File: config.mk
export PLATFORM = sky130hd
export DESIGN_NAME = prefix_sync_frame_deframer
export DESIGN_NICKNAME = d
export VERILOG_FILES = /design/src/rtl/psfd_pkg.sv /design/src/rtl/psfd_in_stage.sv /design/src/rtl/psfd_core.sv /design/src/rtl/psfd_out_stage.sv /design/src/rtl/prefix_sync_frame_deframer.sv
export SDC_FILE = /design/constraint.sdc
export NUM_CORES = 1
export LEC_CHECK = 0
export BUFFER_PORTS_ARGS = -buffer_cell sky130_fd_sc_hd__buf_2
export CORE_ASPECT_RATIO = 2
export CORE_UTILIZATION = 50
export CTS_CLUSTER_DIAMETER = 50
export DETAILED_ROUTE_END_ITERATION = 16
export GPL_TIMING_DRIVEN = 0
export PLACE_DENSITY_LB_ADDON = 0.2
export SLEW_MARGIN = 20
export SYNTH_ARGS = -nofsm -noshare
export SYNTH_HDL_FRONTEND = slang
export SYNTH_SLANG_ARGS = --single-unit
File: constraint.sdc
create_clock -name clk_i -period 7.3 [get_ports clk_i]
set_input_delay 1.825 -clock clk_i [delete_from_list [all_inputs] [get_ports clk_i]]
set_output_delay 1.825 -clock clk_i [all_outputs]
set_load 0.1 [all_outputs]
File: src/rtl/psfd_pkg.sv
// ---------------------------------------------------------------------------
// psfd_pkg: shared types and constants of the prefix/suffix frame deframer
// Result kinds, body part tags, frame layout sizes and the result bundle.
// ---------------------------------------------------------------------------
package psfd_pkg;

  // Frame layout
  localparam int unsigned HEADER_BYTES = 18;
  localparam int unsigned IV_BYTES     = 12;
  localparam int unsigned TAG_BYTES    = 16;
  localparam int unsigned SUFFIX_BYTES = 4;

  // Header byte positions of the three big-endian words
  localparam int unsigned SEQ_FIRST = 6;
  localparam int unsigned CMD_FIRST = 10;
  localparam int unsigned LEN_FIRST = 14;

  // Sync prefix 00 00 66 99, element 0 arrives first
  localparam logic [3:0][7:0] SYNC_BYTES = {8'h99, 8'h66, 8'h00, 8'h00};
  localparam logic [31:0]     SUFFIX_WORD = 32'h0000_9966;

  // Limit register
  localparam int unsigned    LIMIT_WIDTH        = 24;
  localparam logic [23:0]    DEFAULT_MAX_LENGTH = 24'h10_0000;

  // Body byte counter width default
  localparam int unsigned COUNT_WIDTH = 24;

  typedef enum logic [2:0] {
    KIND_HEADER     = 3'd0,
    KIND_BODY       = 3'd1,
    KIND_END_OK     = 3'd2,
    KIND_BAD_LENGTH = 3'd3,
    KIND_BAD_SUFFIX = 3'd4
  } result_kind_e;

  typedef enum logic [1:0] {
    PART_IV     = 2'd0,
    PART_CIPHER = 2'd1,
    PART_TAG    = 2'd2
  } body_part_e;

  typedef struct packed {
    result_kind_e kind;
    logic [31:0]  seq;
    logic [31:0]  cmd;
    logic [31:0]  len;
    logic [7:0]   data;
    body_part_e   part;
    logic         last;
  } result_t;

endpackage

File: src/rtl/psfd_in_stage.sv
// ---------------------------------------------------------------------------
// psfd_in_stage: input register
// Holds one received byte until the parser consumes it.
// ---------------------------------------------------------------------------
module psfd_in_stage (
  input  logic       clk_i,
  input  logic       rst_ni,
  input  logic       in_valid_i,
  output logic       in_ready_o,
  input  logic [7:0] rx_byte_i,
  input  logic       advance_i,
  output logic       item_valid_o,
  output logic [7:0] item_byte_o
);

  logic       valid_q, valid_d;
  logic [7:0] byte_q;

  // Free when empty or when the held item moves on this cycle
  assign in_ready_o = !valid_q || advance_i;
  assign valid_d    = in_ready_o ? in_valid_i : valid_q;

  always_ff @(posedge clk_i or negedge rst_ni) begin
    if (!rst_ni) begin
      valid_q <= 1'b0;
    end else begin
      valid_q <= valid_d;
    end
  end

  // Payload, no reset
  always_ff @(posedge clk_i) begin
    if (in_valid_i && in_ready_o) begin
      byte_q <= rx_byte_i;
    end
  end

  assign item_valid_o = valid_q;
  assign item_byte_o  = byte_q;

endmodule

File: src/rtl/psfd_core.sv
// ---------------------------------------------------------------------------
// psfd_core: frame parser
// Prefix hunt, header capture, length check, body tagging and suffix check.
// ---------------------------------------------------------------------------
module psfd_core #(
  parameter int unsigned CountWidth = psfd_pkg::COUNT_WIDTH
) (
  input  logic                      clk_i,
  input  logic                      rst_ni,
  input  logic                      step_i,
  input  logic [7:0]                byte_i,
  input  logic                      cfg_we_i,
  input  logic [psfd_pkg::LIMIT_WIDTH-1:0] cfg_wdata_i,
  output logic                      emit_o,
  output psfd_pkg::result_t         res_o
);

  typedef enum logic [1:0] {
    PH_HUNT   = 2'd0,
    PH_HEADER = 2'd1,
    PH_BODY   = 2'd2,
    PH_SUFFIX = 2'd3
  } phase_e;

  localparam logic [31:0] CntMask  = 32'((33'd1 << CountWidth) - 33'd1);
  localparam logic [4:0]  HdrLast  = 5'(psfd_pkg::HEADER_BYTES - 1);
  localparam logic [4:0]  SfxLast  = 5'(psfd_pkg::SUFFIX_BYTES - 1);
  localparam logic [31:0] MinLen   = 32'(psfd_pkg::IV_BYTES + psfd_pkg::TAG_BYTES);
  localparam logic [4:0]  HdrStart = 5'(4);

  phase_e                 phase_q, phase_d;
  logic [1:0]             match_q, match_d;
  logic [4:0]             hdr_q, hdr_d;
  logic [31:0]            seq_q, seq_d;
  logic [31:0]            cmd_q, cmd_d;
  logic [31:0]            len_q, len_d;
  logic [CountWidth-1:0]  body_q, body_d;
  logic [31:0]            sfx_q, sfx_d;
  logic [psfd_pkg::LIMIT_WIDTH-1:0] max_q;

  logic [2:0]  hunt_m;
  logic [31:0] limit;
  logic [31:0] idx32;
  logic        last;

  // Overlap-aware match count for the sync prefix
  function automatic logic [2:0] hunt_next(input logic [1:0] m, input logic [7:0] b);
    logic [2:0] r;
    if (b == psfd_pkg::SYNC_BYTES[m]) begin
      r = 3'(m) + 3'd1;
    end else if (m == 2'd2 && b == 8'h00) begin
      r = 3'd2;
    end else if (b == 8'h00) begin
      r = 3'd1;
    end else begin
      r = 3'd0;
    end
    return r;
  endfunction

  // Limit saturated to what the body counter can reach
  assign limit = ({8'd0, max_q} > CntMask) ? CntMask : {8'd0, max_q};
  assign idx32 = 32'(body_q);
  assign last  = (33'(body_q) + 33'd1) >= {1'b0, len_q};
  assign hunt_m = hunt_next(match_q, byte_i);

  // Next state and result
  always_comb begin
    phase_d = phase_q;
    match_d = match_q;
    hdr_d   = hdr_q;
    seq_d   = seq_q;
    cmd_d   = cmd_q;
    len_d   = len_q;
    body_d  = body_q;
    sfx_d   = sfx_q;
    emit_o  = 1'b0;
    res_o.kind = psfd_pkg::KIND_HEADER;
    res_o.data = 8'd0;
    res_o.part = psfd_pkg::PART_IV;
    res_o.last = 1'b0;

    case (phase_q)
      PH_HUNT: begin
        if (hunt_m == 3'd4) begin
          phase_d = PH_HEADER;
          hdr_d   = HdrStart;
          match_d = 2'd0;
        end else begin
          match_d = hunt_m[1:0];
        end
      end

      PH_HEADER: begin
        if (hdr_q >= 5'(psfd_pkg::SEQ_FIRST) && hdr_q < 5'(psfd_pkg::CMD_FIRST)) begin
          seq_d = {seq_q[23:0], byte_i};
        end else if (hdr_q >= 5'(psfd_pkg::CMD_FIRST) &&
                     hdr_q < 5'(psfd_pkg::LEN_FIRST)) begin
          cmd_d = {cmd_q[23:0], byte_i};
        end else if (hdr_q >= 5'(psfd_pkg::LEN_FIRST)) begin
          len_d = {len_q[23:0], byte_i};
        end
        if (hdr_q == HdrLast) begin
          emit_o = 1'b1;
          hdr_d  = 5'd0;
          if (len_d < MinLen || len_d > limit) begin
            phase_d    = PH_HUNT;
            match_d    = 2'd0;
            res_o.kind = psfd_pkg::KIND_BAD_LENGTH;
          end else begin
            phase_d    = PH_BODY;
            body_d     = '0;
            res_o.kind = psfd_pkg::KIND_HEADER;
          end
        end else begin
          hdr_d = hdr_q + 5'd1;
        end
      end

      PH_BODY: begin
        emit_o     = 1'b1;
        res_o.kind = psfd_pkg::KIND_BODY;
        res_o.data = byte_i;
        res_o.last = last;
        if (idx32 < 32'(psfd_pkg::IV_BYTES)) begin
          res_o.part = psfd_pkg::PART_IV;
        end else if (idx32 >= len_q - 32'(psfd_pkg::TAG_BYTES)) begin
          res_o.part = psfd_pkg::PART_TAG;
        end else begin
          res_o.part = psfd_pkg::PART_CIPHER;
        end
        body_d = body_q + CountWidth'(1);
        if (last) begin
          phase_d = PH_SUFFIX;
          hdr_d   = 5'd0;
          sfx_d   = 32'd0;
        end
      end

      PH_SUFFIX: begin
        sfx_d = {sfx_q[23:0], byte_i};
        if (hdr_q == SfxLast) begin
          emit_o     = 1'b1;
          hdr_d      = 5'd0;
          phase_d    = PH_HUNT;
          match_d    = 2'd0;
          res_o.kind = (sfx_d == psfd_pkg::SUFFIX_WORD) ? psfd_pkg::KIND_END_OK
                                                          : psfd_pkg::KIND_BAD_SUFFIX;
        end else begin
          hdr_d = hdr_q + 5'd1;
        end
      end

      default: begin
        phase_d = PH_HUNT;
      end
    endcase

    // Held header words after this byte's update
    res_o.seq = seq_d;
    res_o.cmd = cmd_d;
    res_o.len = len_d;
  end

  // Parser state and limit register
  always_ff @(posedge clk_i or negedge rst_ni) begin
    if (!rst_ni) begin
      phase_q <= PH_HUNT;
      match_q <= 2'd0;
      hdr_q   <= 5'd0;
      seq_q   <= 32'd0;
      cmd_q   <= 32'd0;
      len_q   <= 32'd0;
      body_q  <= '0;
      sfx_q   <= 32'd0;
      max_q   <= psfd_pkg::DEFAULT_MAX_LENGTH;
    end else begin
      if (step_i) begin
        phase_q <= phase_d;
        match_q <= match_d;
        hdr_q   <= hdr_d;
        seq_q   <= seq_d;
        cmd_q   <= cmd_d;
        len_q   <= len_d;
        body_q  <= body_d;
        sfx_q   <= sfx_d;
      end
      if (cfg_we_i) begin
        max_q <= cfg_wdata_i;
      end
    end
  end

endmodule

File: src/rtl/psfd_out_stage.sv
// ---------------------------------------------------------------------------
// psfd_out_stage: result register
// Holds one result item until the consumer takes it.
// ---------------------------------------------------------------------------
module psfd_out_stage (
  input  logic              clk_i,
  input  logic              rst_ni,
  input  logic              load_i,
  input  psfd_pkg::result_t res_i,
  input  logic              out_ready_i,
  output logic              free_o,
  output logic              out_valid_o,
  output psfd_pkg::result_t res_o
);

  logic              valid_q, valid_d;
  psfd_pkg::result_t res_q;

  // Room for a new result when empty or draining now
  assign free_o = !valid_q || out_ready_i;

  always_comb begin
    valid_d = valid_q;
    if (load_i) begin
      valid_d = 1'b1;
    end else if (out_ready_i) begin
      valid_d = 1'b0;
    end
  end

  always_ff @(posedge clk_i or negedge rst_ni) begin
    if (!rst_ni) begin
      valid_q <= 1'b0;
    end else begin
      valid_q <= valid_d;
    end
  end

  // Payload, no reset
  always_ff @(posedge clk_i) begin
    if (load_i) begin
      res_q <= res_i;
    end
  end

  assign out_valid_o = valid_q;
  assign res_o       = res_q;

endmodule

File: src/rtl/prefix_sync_frame_deframer.sv
// ---------------------------------------------------------------------------
// prefix_sync_frame_deframer: byte-serial prefix/suffix frame deframer
// Finds the 00 00 66 99 prefix, reports the header, tags body bytes and
// checks the 0x00009966 suffix.
//
//   channel   | handshake              | payload
//   ----------+------------------------+-------------------------------------
//   input     | in_valid_i/in_ready_o  | rx_byte_i
//   result    | out_valid_o/out_ready_i| result_kind_o .. last_body_o
//   config    | cfg_we_i (no wait)     | cfg_wdata_i (max frame length)
//
// One item per cycle sustained while results are taken; the parser updates its state with each item.
// A result passes from its input item through the input register, then the
// result register.
// Reset clears the parser to prefix hunting and the limit to 1048576.
// A stalled result holds in the result register; the input register keeps
// taking bytes that produce no result, and backs up otherwise.
// ---------------------------------------------------------------------------
module prefix_sync_frame_deframer #(
  parameter int unsigned CountWidth = psfd_pkg::COUNT_WIDTH
) (
  input  logic        clk_i,
  input  logic        rst_ni,
  input  logic        in_valid_i,
  output logic        in_ready_o,
  input  logic [7:0]  rx_byte_i,
  output logic        out_valid_o,
  input  logic        out_ready_i,
  output logic [2:0]  result_kind_o,
  output logic [31:0] seq_number_o,
  output logic [31:0] command_code_o,
  output logic [31:0] frame_length_o,
  output logic [7:0]  data_byte_o,
  output logic [1:0]  body_part_o,
  output logic        last_body_o,
  input  logic        cfg_we_i,
  input  logic [psfd_pkg::LIMIT_WIDTH-1:0] cfg_wdata_i
);

  logic              item_valid;
  logic [7:0]        item_byte;
  logic              emit;
  logic              out_free;
  logic              advance;
  logic              load;
  psfd_pkg::result_t core_res;
  psfd_pkg::result_t out_res;

  // An item moves on if it yields nothing or the result register has room
  assign advance = item_valid && (!emit || out_free);
  assign load    = advance && emit;

  psfd_in_stage u_in (
    .clk_i        (clk_i),
    .rst_ni       (rst_ni),
    .in_valid_i   (in_valid_i),
    .in_ready_o   (in_ready_o),
    .rx_byte_i    (rx_byte_i),
    .advance_i    (advance),
    .item_valid_o (item_valid),
    .item_byte_o  (item_byte)
  );

  psfd_core #(
    .CountWidth (CountWidth)
  ) u_core (
    .clk_i       (clk_i),
    .rst_ni      (rst_ni),
    .step_i      (advance),
    .byte_i      (item_byte),
    .cfg_we_i    (cfg_we_i),
    .cfg_wdata_i (cfg_wdata_i),
    .emit_o      (emit),
    .res_o       (core_res)
  );

  psfd_out_stage u_out (
    .clk_i       (clk_i),
    .rst_ni      (rst_ni),
    .load_i      (load),
    .res_i       (core_res),
    .out_ready_i (out_ready_i),
    .free_o      (out_free),
    .out_valid_o (out_valid_o),
    .res_o       (out_res)
  );

  assign result_kind_o  = out_res.kind;
  assign seq_number_o   = out_res.seq;
  assign command_code_o = out_res.cmd;
  assign frame_length_o = out_res.len;
  assign data_byte_o    = out_res.data;
  assign body_part_o    = out_res.part;
  assign last_body_o    = out_res.last;

endmodule

==> results of run 1 <==
## sequential cells by signal, summed over array words and instances (netlist names), 5 cells and up, named ones only
| register | cells |
|---|---|
| u_core.sfx_q | 24 |
| u_core.seq_q | 32 |
| u_core.body_q | 24 |
| u_core.hdr_q | 5 |
| u_in.item_byte_o | 8 |
| u_core.len_q | 32 |
| u_core.cmd_q | 32 |
| u_out.res_o | 110 |
| u_core.max_q | 24 |
## metal layers
layer  wire (um)  GRT usage (%)  up-vias
met5           0              0        -
met4        2650           17.1        0
met3        2020           4.07      143
met2       23600           53.3      387
met1       13900           26.5     5635
li1            -              -     5370
## critical path, stage by stage (launching register included)
cell	delay, ns
dfrtp_1	0.35
clkbuf_1	0.30
nand4_1	0.16
or2_1	0.23
clkbuf_1	0.18
nor3_1	0.63
and2_1	0.29
nand3_1	0.12
xnor2_1	0.16
ha_1	0.30
and4_1	0.16
a221oi_1	0.26
inv_1	0.16
o21ai_0	0.72
a21o_1	0.33
clkbuf_1	0.37
a22o_1	0.20
## kinds of logic after synthesis
group           after synthesis
simple gates                474
flops                       297
compound gates              249
buf+inv                     154
mux                         115
fa+ha+maj                    81
xor+xnor                     42
## stage by stage
step | hold slack [ns] | utilization [%]
6_report | 0.474 | 58.9
5_1_grt | 0.506 | 58.9
4_1_cts | 0.474 | 58.9
3_5_place_dp | 0.457 | 55.4
3_3_place_gp | 0.453 | 55.0
2_1_floorplan | 0.440 | -
## power by group through the flow
stage / Clock [uW] / Combinational [uW] / Sequential [uW]
finish: 1600 / 2640 / 2490
detailed placement: 0 / 2630 / 2520
floorplan: 0 / 1660 / 2700
global placement: 0 / 2540 / 2510
global route: 1680 / 2880 / 2520
CTS: 1620 / 2640 / 2490
## layout by cell type, fill, tap and decap left out, types with 6 or more instances in the layout
| cell type | instances |
|---|---|
| nor4_1 | 16 |
| xnor2_1 | 33 |
| nor2_1 | 77 |
| a22oi_1 | 6 |
| mux2_2 | 105 |
| dfrtp_1 | 178 |
| xor2_1 | 9 |
| nand4_1 | 26 |
| edfxtp_1 | 118 |
| and2_1 | 10 |
| a22o_1 | 24 |
| nand2_1 | 227 |
| ha_1 | 80 |
| nor2b_1 | 6 |
| clkbuf_1 | 60 |
| mux2i_1 | 10 |
| o211ai_1 | 13 |
| and4_1 | 6 |
| nor3_1 | 15 |
| clkbuf_16 | 31 |
| o21ai_0 | 98 |
| a21oi_1 | 41 |
| o21ai_1 | 20 |
| or3_1 | 9 |
| buf_1 | 11 |
| nand3_1 | 38 |
| a21o_1 | 9 |
| and3_1 | 12 |
| inv_1 | 83 |
| buf_2 | 152 |
## worst paths after layout
check / end / from / slack, ns / cells past startpoint
max: u_core.sfx_q[8]$_DFFE_PN0P_ / u_core.body_q[2]$_DFFE_PN0P_ / 2.31 / 16
min: u_core.cmd_q[28]$_DFFE_PN0P_ / u_core.cmd_q[28]$_DFFE_PN0P_ / 0.47 / 2
max reg2reg: u_core.sfx_q[8]$_DFFE_PN0P_ / u_core.body_q[2]$_DFFE_PN0P_ / 2.31 / 16
min reg2reg: u_core.cmd_q[28]$_DFFE_PN0P_ / u_core.cmd_q[28]$_DFFE_PN0P_ / 0.47 / 2
max in group asynchronous: u_core.body_q[16]$_DFFE_PN0P_ / rst_ni / 5.09 / 2
min in group asynchronous: u_core.seq_q[18]$_DFFE_PN0P_ / rst_ni / 1.27 / 1
## layout make-up
| type | count | area [um^2] | share of cell area, % |
|---|---|---|---|
| Buffer | 71 | 283 | 1.63 |
| Clock buffer | 42 | 847 | 4.88 |
| Clock inverter | 12 | 165 | 0.951 |
| Inverter | 83 | 312 | 1.79 |
| Multi-Input combinational cell | 961 | 6420 | 36.9 |
| Sequential cell | 297 | 8020 | 46.2 |
| Tap cell | 364 | 455 | 2.62 |
| Timing Repair Buffer | 152 | 868 | 5.00 |
==> out/results.tsv, run 1 <==
stage	metric	value	unit
yosys	synthTopCellsByCount	227 x nand2_1, 178 x dfrtp_1, 118 x edfxtp_1	
power	swShare	39.3	%
place	dp_slack	2.28	ns
yosys	synth_compound_area_share	10.1	%
yosys	ys.flop_type	dfrtp_1	
run	drv_cap	0	
global_routing	grt_pass1_vias	11860	
clock_network	cts.path.max_buffers	3	
drt	drtPass1Iterations	5	
sta	drv_slew	0	
worst_setup_path	crit_type	reg -> reg	
yosys	syn_area	15000	um^2
floorplanning	die_w	125	um
clock_network	cts_tree	built	
power	power_density	387	nW/um^2
floorplanning	start_util	50.9	%
clock_network	cts_max_level	1	
clock_network	cts_inserted_buffers	29	
place	gp_congestion	0.940	
yosys	yosys.area_share.adder	6.74	%
yosys	syn_avg_cell_area	10.6	um^2
floorplanning	pin_count	149	
outcome	status	finished, final reports clean	
power	pwr-share-clk	23.7	%
worst_setup_path	worst_ep_required_time	7.81	ns
clock_network	ctsResizeCount	0	
finish	layout.nets	1712	
yosys	synth_top_area_share	29.6	%
drt	num_vias	11535	
sta	rsz0062_at_grt	no	
sta	post-route-period-util	68.4	%
clock_network	numClockSinks	297	
global_routing	grt_max_degree	91	
drt	drc	0	
sta	max_slew_margin	41.4	%
floorplanning	fp.dieH	247	um
finish	stdcell_area	17400	um^2
yosys	muxShareOfSynthArea	8.53	%
yosys	yosysTopAreaCell	dfrtp_1	
yosys	netlist_instances	1412	
clock_network	cts_hold_buf	0	
yosys	ys_ff_latch	297	
worst_setup_path	start_kind	flop	
worst_setup_path	crit_fanout	10	
worst_setup_path	arrival	5.50	ns
sta	timing.final.ws_setup	2.31	ns
yosys	syn_nets	1529	
yosys	synth-seq-area-share	53.4	%
place	port_buffers	147	
power	comb_power_share	39.2	%
yosys	synth_edf_count	118	
clock_network	root_buffer	clkbuf_16	
clock_network	clk_latency	0.58	ns
yosys	synth-xor-area-share	2.45	%
global_routing	antenna_found_initial	0	
floorplanning	coreArea	29500	um^2
power	peakVddDrop	278	uV
place	dp_cells	1928	
global_routing	gr-usage-all-layers	27.4	%
finish	instances_no_fill	1982	
power	p_sw	2640	uW
yosys	synthTopCellsByArea	dfrtp_1 30%, edfxtp_1 24%, mux2_2 7.9%	
clock_network	cts_setup_buffers	0	
sta	hold_viol_final	0	
worst_hold_path	worstHoldPathType	reg -> reg	
finish	syn2layout_area_growth	15.6	%
drt	ant_nets	0	
yosys	yosys.area_share.simple	14.8	%
global_routing	gr-total-overflow	0	
drt	drt_iter0_drc	671	
power	power	6720	uW
yosys	synth_top_family_by_area	simple AND/OR/NAND/NOR gates	
yosys	synth_cell_types	65	
global_routing	grt_pass1_wl	64.6	mm
sta	worst_slew_pin_slew	0.869	ns
drt	via_per_inst	5.82	
power	p_int	4080	uW
finish	diodes	0	
floorplanning	rows	89	
power	leakage	0.00781	uW
drt	wl_per_cell	21.3	um
drt	route.final.wire_length	42.2	mm
finish	n_fill_cell	2537	
yosys	yosysWarningCount	0	
yosys	postSynth.asyncResetShare	60.3	%
sta	max_freq	200	MHz
power	p_seq_share	37.0	%
place	hpwlAfterDp	32.0	mm
sta	skew	0.0277	ns
sta	setup_violations	0	
yosys	yosysMostFrequentCell	nand2_1	
sta	fin_crit	4.99	ns
floorplanning	dieArea	30800	um^2
place	place_area	16400	um^2
finish	drive_above_1_share	20.2	%
clock_network	clkTransAtPathRegs	0.07	ns
worst_setup_path	end_kind	flop	
sta	setup_tns	0	ns
Note: power is estimated with default switching activity, not from simulation.
==> inputs of run 2 (changes only) <==
ABC_AREA = 1   (was default)
clock period = 4.95 ns   (was 7.3 ns; I/O delays follow)
==> out/results.tsv, run 2 <==
stage	metric	value	unit	change
worst_hold_path	worstHoldPathType	reg -> reg		unchanged
clock_network	clkTransAtPathRegs	0.07	ns	about the same
worst_setup_path	crit_type	reg -> reg		unchanged
worst_setup_path	rr_endpoint	u_core.sfx_q[15]$_DFFE_PN0P_		was u_core.sfx_q[8]$_DFFE_PN0P_
place	dp_cells	2409		was 1,928
worst_setup_path	worst_ep_required_time	5.37	ns	was 7.81 ns
worst_setup_path	reg2reg_depth	24		was 16
global_routing	gr-usage-all-layers	28.3	%	was 27.4%
clock_network	cts_inserted_buffers	26		was 29
yosys	synthTopCellsByArea	dfrtp_1 28%, edfxtp_1 23%, nand2_1 13%		was dfrtp_1 30%, edfxtp_1 24%, mux2_2 7.9%
worst_hold_path	worstHoldPathCells	2		unchanged
finish	largest_register_ffs	110		unchanged
floorplanning	dieArea	32100	um^2	was 30,800 um^2
yosys	yosysMostFrequentCell	nand2_1		unchanged
worst_setup_path	path_cells	ha_1 -> inv_1 -> nor2_1 -> nand3_1 -> inv_1 -> nand2_1 -> inv_1 -> nand4_1 -> nor4_1 -> and3b_1 -> ha_1 -> nand2_1 -> nor2_1 -> nand2_1 -> nor2_1 -> nand3_1 -> nand4_1 -> nand2_1 -> nand2_1 -> nand2_1 -> buf_2 -> buf_6 -> nand2_1 -> o21ai_0		was clkbuf_1 -> nand4_1 -> or2_1 -> clkbuf_1 -> nor3_1 -> and2_1 -> nand3_1 -> xnor2_1 -> ha_1 -> and4_1 -> a221oi_1 -> inv_1 -> o21ai_0 -> a21o_1 -> clkbuf_1 -> a22o_1
floorplanning	fp.dieH	252	um	was 247 um
finish	drive_above_1_share	12.3	%	was 20.2%
clock_network	cts_hold_buf	0		unchanged
global_routing	grt_pass1_vias	13242		was 11,860
sta	post-route-period-util	91.0	%	was 68.4%
sta	timing.final.ws_setup	0.444	ns	was 2.31 ns
drt	route.final.wire_length	44.7	mm	was 42.2 mm
sta	fin_crit	4.51	ns	was 4.99 ns
drt	ant_nets	0		unchanged
worst_setup_path	arrival	4.93	ns	was 5.50 ns
finish	syn2layout_area_growth	14.1	%	was 15.6%
yosys	synthTopCellsByCount	561 x nand2_1, 236 x o21ai_0, 211 x inv_1		was 227 x nand2_1, 178 x dfrtp_1, 118 x edfxtp_1
drt	num_vias	13284		was 11,535
drt	drt_iter0_drc	839		was 671
clock_network	numClockSinks	297		unchanged
place	gp_congestion	0.945		was 0.940
yosys	syn_area	15700	um^2	was 15,000 um^2
clock_network	clk_latency	0.57	ns	was 0.58 ns
clock_network	cts_max_level	1		unchanged
place	place_area	17000	um^2	was 16,400 um^2
sta	rsz0062_at_grt	no		unchanged
clock_network	ctsResizeCount	0		unchanged
finish	final_cell_mix	561 x nand2_1, 236 x o21ai_0, 210 x inv_1		was 227 x nand2_1, 178 x dfrtp_1, 152 x buf_2
sta	max_slew_margin	44.7	%	was 41.4%
global_routing	grt_pass1_wl	69.3	mm	was 64.6 mm
finish	layout.nets	2136		was 1,712
worst_setup_path	start_kind	flop		unchanged
place	port_buffers	147		unchanged
yosys	ys_ff_latch	297		unchanged
worst_setup_path	critPathSlowestCell	dfrtp_1		was o21ai_0
worst_setup_path	ff2ff_setup_slack	0.44	ns	was 2.31 ns
sta	hold_viol_final	0		unchanged
yosys	netlist_instances	1842		was 1,412
worst_setup_path	crit_fanout	10		unchanged
sta	max_freq	222	MHz	was 200 MHz
yosys	synth_edf_count	118		unchanged
sta	skew	0.0192	ns	was 0.0277 ns
place	hpwlAfterDp	34.6	mm	was 32.0 mm
yosys	synth-seq-area-share	51.3	%	was 53.4%
drt	wl_per_cell	18.2	um	was 21.3 um
floorplanning	pin_count	149		unchanged
yosys	postSynth.asyncResetShare	60.3	%	unchanged
clock_network	cts_tree	built		unchanged
yosys	syn_avg_cell_area	8.50	um^2	was 10.6 um^2
worst_setup_path	path_common_cell	nand2_1		was clkbuf_1
floorplanning	coreArea	30900	um^2	was 29,500 um^2
power	peakVddDrop	293	uV	was 278 uV
yosys	ys.flop_type	dfrtp_1		unchanged
power	power_density	407	nW/um^2	was 387 nW/um^2
clock_network	root_buffer	clkbuf_16		unchanged
clock_network	cts.path.max_buffers	3		unchanged
finish	layout.cells.most_common	nand2_1		unchanged
finish	n_fill_cell	2820		was 2,537
sta	setup_violations	0		unchanged
power	leakage	0.00846	uW	was 0.00781 uW
clock_network	cts_setup_buffers	0		unchanged
worst_hold_path	min_from	u_core.seq_q[26]$_DFFE_PN0P_		was u_core.cmd_q[28]$_DFFE_PN0P_
worst_setup_path	crit_start	u_core.body_q[1]$_DFFE_PN0P_		was u_core.body_q[2]$_DFFE_PN0P_
finish	stdcell_area	17900	um^2	was 17,400 um^2
outcome	status	finished, final reports clean		unchanged
yosys	yosysTopAreaCell	dfrtp_1		unchanged
drt	via_per_inst	5.41		was 5.82
worst_setup_path	end_kind	flop		unchanged
finish	diodes	0		unchanged
global_routing	gr-total-overflow	0		unchanged
worst_setup_path	cpPeakStageDelay	0.42	ns	was 0.72 ns
run	drv_cap	0		unchanged
floorplanning	die_w	127	um	was 125 um
worst_hold_path	whs_endpoint	u_core.seq_q[26]$_DFFE_PN0P_		was u_core.cmd_q[28]$_DFFE_PN0P_
sta	worst_slew_pin_slew	0.826	ns	was 0.869 ns
yosys	syn_nets	1959		was 1,529
drt	drc	0		unchanged
global_routing	grt_max_degree	97		was 91
finish	instances_no_fill	2456		was 1,982
sta	setup_tns	0	ns	unchanged
drt	drtPass1Iterations	5		unchanged
global_routing	antenna_found_initial	0		unchanged
floorplanning	start_util	50.7	%	was 50.9%
sta	drv_slew	0		unchanged
floorplanning	rows	91		was 89
yosys	synth_cell_types	46		was 65
worst_setup_path	worstReg2RegStart	u_core.body_q[1]$_DFFE_PN0P_		was u_core.body_q[2]$_DFFE_PN0P_
place	dp_slack	0.555	ns	was 2.28 ns
yosys	yosysWarningCount	0		unchanged
yosys	synth_top_area_share	28.5	%	was 29.6%
[run 2: changes by cell type after synthesis, sizes merged, moves of 12 or more]
cell,previous run,this run
a22o,24,0
and3,12,0
inv,83,215
mux2,105,1
nand2,227,566
nand4,26,45
nor2,78,104
o21ai,118,273
xnor2,33,5
xor2,9,34
[run 2: cells by family (layout without fill, tap and decap cells)]
kind of cell | after synthesis | in the layout | share of synthesized area (%)
AND/OR/NAND/NOR | 806 | 806 | 21.5
adder cells (fa/ha/maj) | 80 | 80 | 6.39
buffers and inverters | 289 | 485 | 7.60
XOR/XNOR | 39 | 39 | 2.18
multiplexers | 1 | 1 | 0.0719
flip-flops | 297 | 297 | 51.3
AO/OA/AOI/OAI | 330 | 330 | 11.0
[run 2: worst max path at each step]
stage,endpoint,slack (ns),depth (start not counted)
final,u_core.sfx_q[15]$_DFFE_PN0P_,0.44,24
after global routing,u_core.sfx_q[17]$_DFFE_PN0P_,0.01,24
after CTS,u_core.sfx_q[15]$_DFFE_PN0P_,0.51,24
after detailed placement,u_core.sfx_q[22]$_DFFE_PN0P_,0.55,24
after global placement,u_out.res_o[1]$_SDFFCE_PP0P_,-0.72,6
after floorplan,u_out.res_o[0]$_SDFFCE_PN0P_,0.57,5
[run 2: worst max-delay path: cells and delay by family (launching register included)]
kind	cells	cell delay, ns
buffers and inverters	5	0.77
AND/OR/NAND/NOR	16	2.62
flip-flops	1	0.42
AO/OA/AOI/OAI	1	0.11
adder cells (fa/ha/maj)	2	0.46
[run 2: area by class of cell]
type	instances	area [um^2]	share of cell area, %
buffer	73	379	2.12
timing repair buffer	149	801	4.48
multi-input combinational	1256	6440	36.0
inverter	216	816	4.57
sequential	297	8020	44.9
clock buffer	30	686	3.84
clock inverter	17	200	1.12
tap	418	523	2.93
[run 2: layer usage]
metal  share of wire, %  GRT usage (%)  wire, um
met2                 53           52.4     23600
met1                 36           30.2     16300
met4                7.2           19.1      3230
met3                3.6           2.62      1590
met5                  0              0         0
[run 2: power by group]
part           total, uW  switching (uW)  leakage (uW)  internal, uW
clock               2150             944      0.000441          1210
sequential          2980             194       0.00351          2780
combinational       2140            1460       0.00451           675
total               7270            2600       0.00846          4660
[run 2: metrics by stage]
step / power (uW) / utilization, % / hold WS (ns)
floorplan: 4420 / - / 0.449
global placement: 5060 / 54.8 / 0.462
detailed placement: 5110 / 55.0 / 0.465
CTS: 7270 / 57.9 / 0.483
global route: 7660 / 57.9 / 0.503
finish: 7270 / 57.9 / 0.480
==> inputs of run 3 (changes only) <==
RECOVER_POWER = 100   (was default)
==> out/results.tsv, run 3 (synthesized netlist as in run 2, its figures left out) <==
stage	metric	value	unit	change
clock_network	cts_max_level	1		unchanged
drt	drc	0		unchanged
worst_setup_path	path_common_cell	nand2_1		unchanged
global_routing	met1_usage	30.2	%	unchanged
worst_setup_path	crit_fanout	76		was 10
power	power_density	411	nW/um^2	was 407 nW/um^2
worst_hold_path	worstHoldPathType	reg -> reg		unchanged
clock_network	cts.path.max_buffers	3		unchanged
clock_network	cts_setup_buffers	0		unchanged
clock_network	numClockSinks	297		unchanged
sta	timing.final.ws_setup	0.427	ns	was 0.444 ns
floorplanning	die_w	127	um	unchanged
power	p_seq_share	41.1	%	was 41.0%
floorplanning	pin_count	149		unchanged
clock_network	cts_hold_buf	0		unchanged
worst_setup_path	critPathSlowestCell	clkinvlp_2		was dfrtp_1
global_routing	antenna_found_initial	0		unchanged
drt	route.final.wire_length	44.9	mm	was 44.7 mm
finish	final_cell_mix	563 x nand2_1, 255 x o21ai_0, 213 x inv_1		was 561 x nand2_1, 236 x o21ai_0, 210 x inv_1
sta	setup_violations	0		unchanged
drt	wl_per_cell	18.3	um	was 18.2 um
power	comb_power_share	29.2	%	was 29.4%
place	dp_slack	0.555	ns	unchanged
global_routing	gr-total-overflow	0		unchanged
finish	largest_register_ffs	110		unchanged
worst_setup_path	path_cells	inv_1 -> nand2_1 -> nor2_1 -> nand2_1 -> o211ai_1 -> a21boi_2 -> clkbuf_1 -> nand2_1 -> clkinvlp_2 -> buf_16		was ha_1 -> inv_1 -> nor2_1 -> nand3_1 -> inv_1 -> nand2_1 -> inv_1 -> nand4_1 -> nor4_1 -> and3b_1 -> ha_1 -> nand2_1 -> nor2_1 -> nand2_1 -> nor2_1 -> nand3_1 -> nand4_1 -> nand2_1 -> nand2_1 -> nand2_1 -> buf_2 -> buf_6 -> nand2_1 -> o21ai_0
clock_network	cts_inserted_buffers	26		unchanged
global_routing	grt_pass1_wl	69.3	mm	unchanged
worst_setup_path	cpPeakStageDelay	1.19	ns	was 0.42 ns
finish	layout.nets	2136		unchanged
outcome	violations	capacitance limit, slew limit		
sta	max_freq	221	MHz	was 222 MHz
floorplanning	coreArea	30900	um^2	unchanged
sta	skew	0.0150	ns	was 0.0192 ns
place	port_buffers	147		unchanged
finish	layout.cells.most_common	nand2_1		unchanged
clock_network	root_buffer	clkbuf_16		unchanged
clock_network	clkTransAtPathRegs	0.07	ns	about the same
worst_setup_path	arrival	4.77	ns	was 4.93 ns
worst_setup_path	worst_ep_required_time	5.20	ns	was 5.37 ns
outcome	status	finished, violations left		was finished, final reports clean
place	gp_congestion	0.945		unchanged
power	p_int	4660	uW	about the same
finish	drive_above_1_share	5.69	%	was 12.3%
global_routing	grt_use_met2	52.4	%	unchanged
clock_network	ctsResizeCount	0		unchanged
global_routing	busiest_layer	met2		unchanged
worst_setup_path	worstReg2RegStart	u_core.hdr_q[4]$_DFFE_PN0P_		was u_core.body_q[1]$_DFFE_PN0P_
power	swShare	35.8	%	about the same
global_routing	grt_max_degree	97		unchanged
worst_setup_path	reg2reg_depth	10		was 24
worst_setup_path	crit_start	u_core.hdr_q[4]$_DFFE_PN0P_		was u_core.body_q[1]$_DFFE_PN0P_
worst_setup_path	rr_endpoint	u_out.res_o[31]$_DFFE_PP_		was u_core.sfx_q[15]$_DFFE_PN0P_
clock_network	cts_tree	built		unchanged
sta	holdWs	0.480	ns	about the same
floorplanning	dieArea	32100	um^2	unchanged
power	pwr-share-clk	29.7	%	was 29.6%
global_routing	gr-usage-all-layers	28.3	%	unchanged
worst_setup_path	crit_type	reg -> reg		unchanged
run	drv_cap	2		was 0
sta	post-route-period-util	91.4	%	was 91.0%
clock_network	clk_latency	0.56	ns	was 0.57 ns
drt	drt_iter0_drc	764		was 839
finish	final_core_util	57.1	%	was 57.9%
worst_setup_path	start_kind	flop		unchanged
worst_setup_path	end_kind	flop		unchanged
sta	max_slew_margin	-51.0	%	was 44.7%
worst_setup_path	crit_end	u_out.res_o[31]$_DFFE_PP_		was u_core.sfx_q[15]$_DFFE_PN0P_
sta	drv_slew	120		was 0
global_routing	grt_pass1_vias	13242		unchanged
drt	num_vias	13275		was 13,284
sta	worst_slew_pin_slew	2.27	ns	was 0.826 ns
sta	fin_crit	4.52	ns	was 4.51 ns
floorplanning	fp.dieH	252	um	unchanged
drt	via_per_inst	5.41		about the same
floorplanning	rows	91		unchanged
drt	drtPass1Iterations	5		unchanged
sta	rsz0062_at_grt	no		unchanged
power	leakage	0.00804	uW	was 0.00846 uW
worst_setup_path	ff2ff_setup_slack	0.43	ns	was 0.44 ns
finish	diodes	0		unchanged
global_routing	use_met3	2.62	%	unchanged
drt	ant_nets	0		unchanged
power	p_sw	2590	uW	was 2600 uW
finish	syn2layout_area_growth	12.5	%	was 14.1%
power	peakVddDrop	293	uV	about the same
sta	hold_viol_final	0		unchanged
floorplanning	start_util	50.7	%	unchanged
place	hpwlAfterDp	34.6	mm	unchanged
run 3: power by group through the flow:
stage | registers (uW) | logic [uW] | clock network (uW)
after global routing | 2990 | 2390 | 2270
final | 2980 | 2120 | 2150
after global placement | 3010 | 2050 | 0
after detailed placement | 3010 | 2100 | 0
after CTS | 2970 | 2120 | 2180
after floorplan | 2930 | 1480 | 0
run 3: worst min-delay path by stage:
stage / from / end / slack, ns / cells past startpoint
2_1_floorplan: u_core.seq_q[24]$_DFFE_PN0P_ / u_core.seq_q[24]$_DFFE_PN0P_ / 0.45 / 2
3_3_place_gp: u_core.seq_q[25]$_DFFE_PN0P_ / u_core.seq_q[25]$_DFFE_PN0P_ / 0.46 / 2
3_5_place_dp: u_core.seq_q[25]$_DFFE_PN0P_ / u_core.seq_q[25]$_DFFE_PN0P_ / 0.47 / 2
4_1_cts: u_core.seq_q[25]$_DFFE_PN0P_ / u_core.seq_q[25]$_DFFE_PN0P_ / 0.48 / 2
5_1_grt: u_core.seq_q[25]$_DFFE_PN0P_ / u_core.seq_q[25]$_DFFE_PN0P_ / 0.50 / 2
6_report: u_core.seq_q[26]$_DFFE_PN0P_ / u_core.seq_q[26]$_DFFE_PN0P_ / 0.48 / 2
run 3: cell type report:
cell class / instances / area [um^2]
inverters: 216 / 812
multi-input cells: 1256 / 6390
clock buffers: 30 / 686
well taps: 418 / 523
repair buffers: 149 / 631
fillers: 2909 / 13200
flip-flops and latches: 297 / 8020
plain buffers: 73 / 348
clock inverters: 17 / 200
run 3: through the flow:
| step | total power, uW | setup TNS, ns | instances | instance area [um^2] |
|---|---|---|---|---|
| after global routing | 7640 | 0 | 2456 | 17600 |
| after detailed placement | 5110 | 0 | 2409 | 17000 |
| final | 7250 | 0 | 2456 | 17600 |
| after CTS | 7270 | 0 | 2456 | 17900 |
| after global placement | 5060 | -145.76 | 2407 | 16900 |
| after floorplan | 4420 | 0 | 1842 | 15700 |
run 3: critical path: cells and delay by family (launching register included):
family                 cells  cell delay, ns
AO/OA/AOI/OAI              2            0.41
AND/OR/NAND/NOR            4            0.62
buffers and inverters      4            2.67
flip-flops                 1            0.41
run 3: per-layer routing:
layer	wire, um	vias to the layer above	part of all wire (%)
met5	0	-	0
met4	3160	0	7.1
met3	1700	150	3.8
met2	23700	449	53
met1	16300	6272	36
li1	-	6404	-
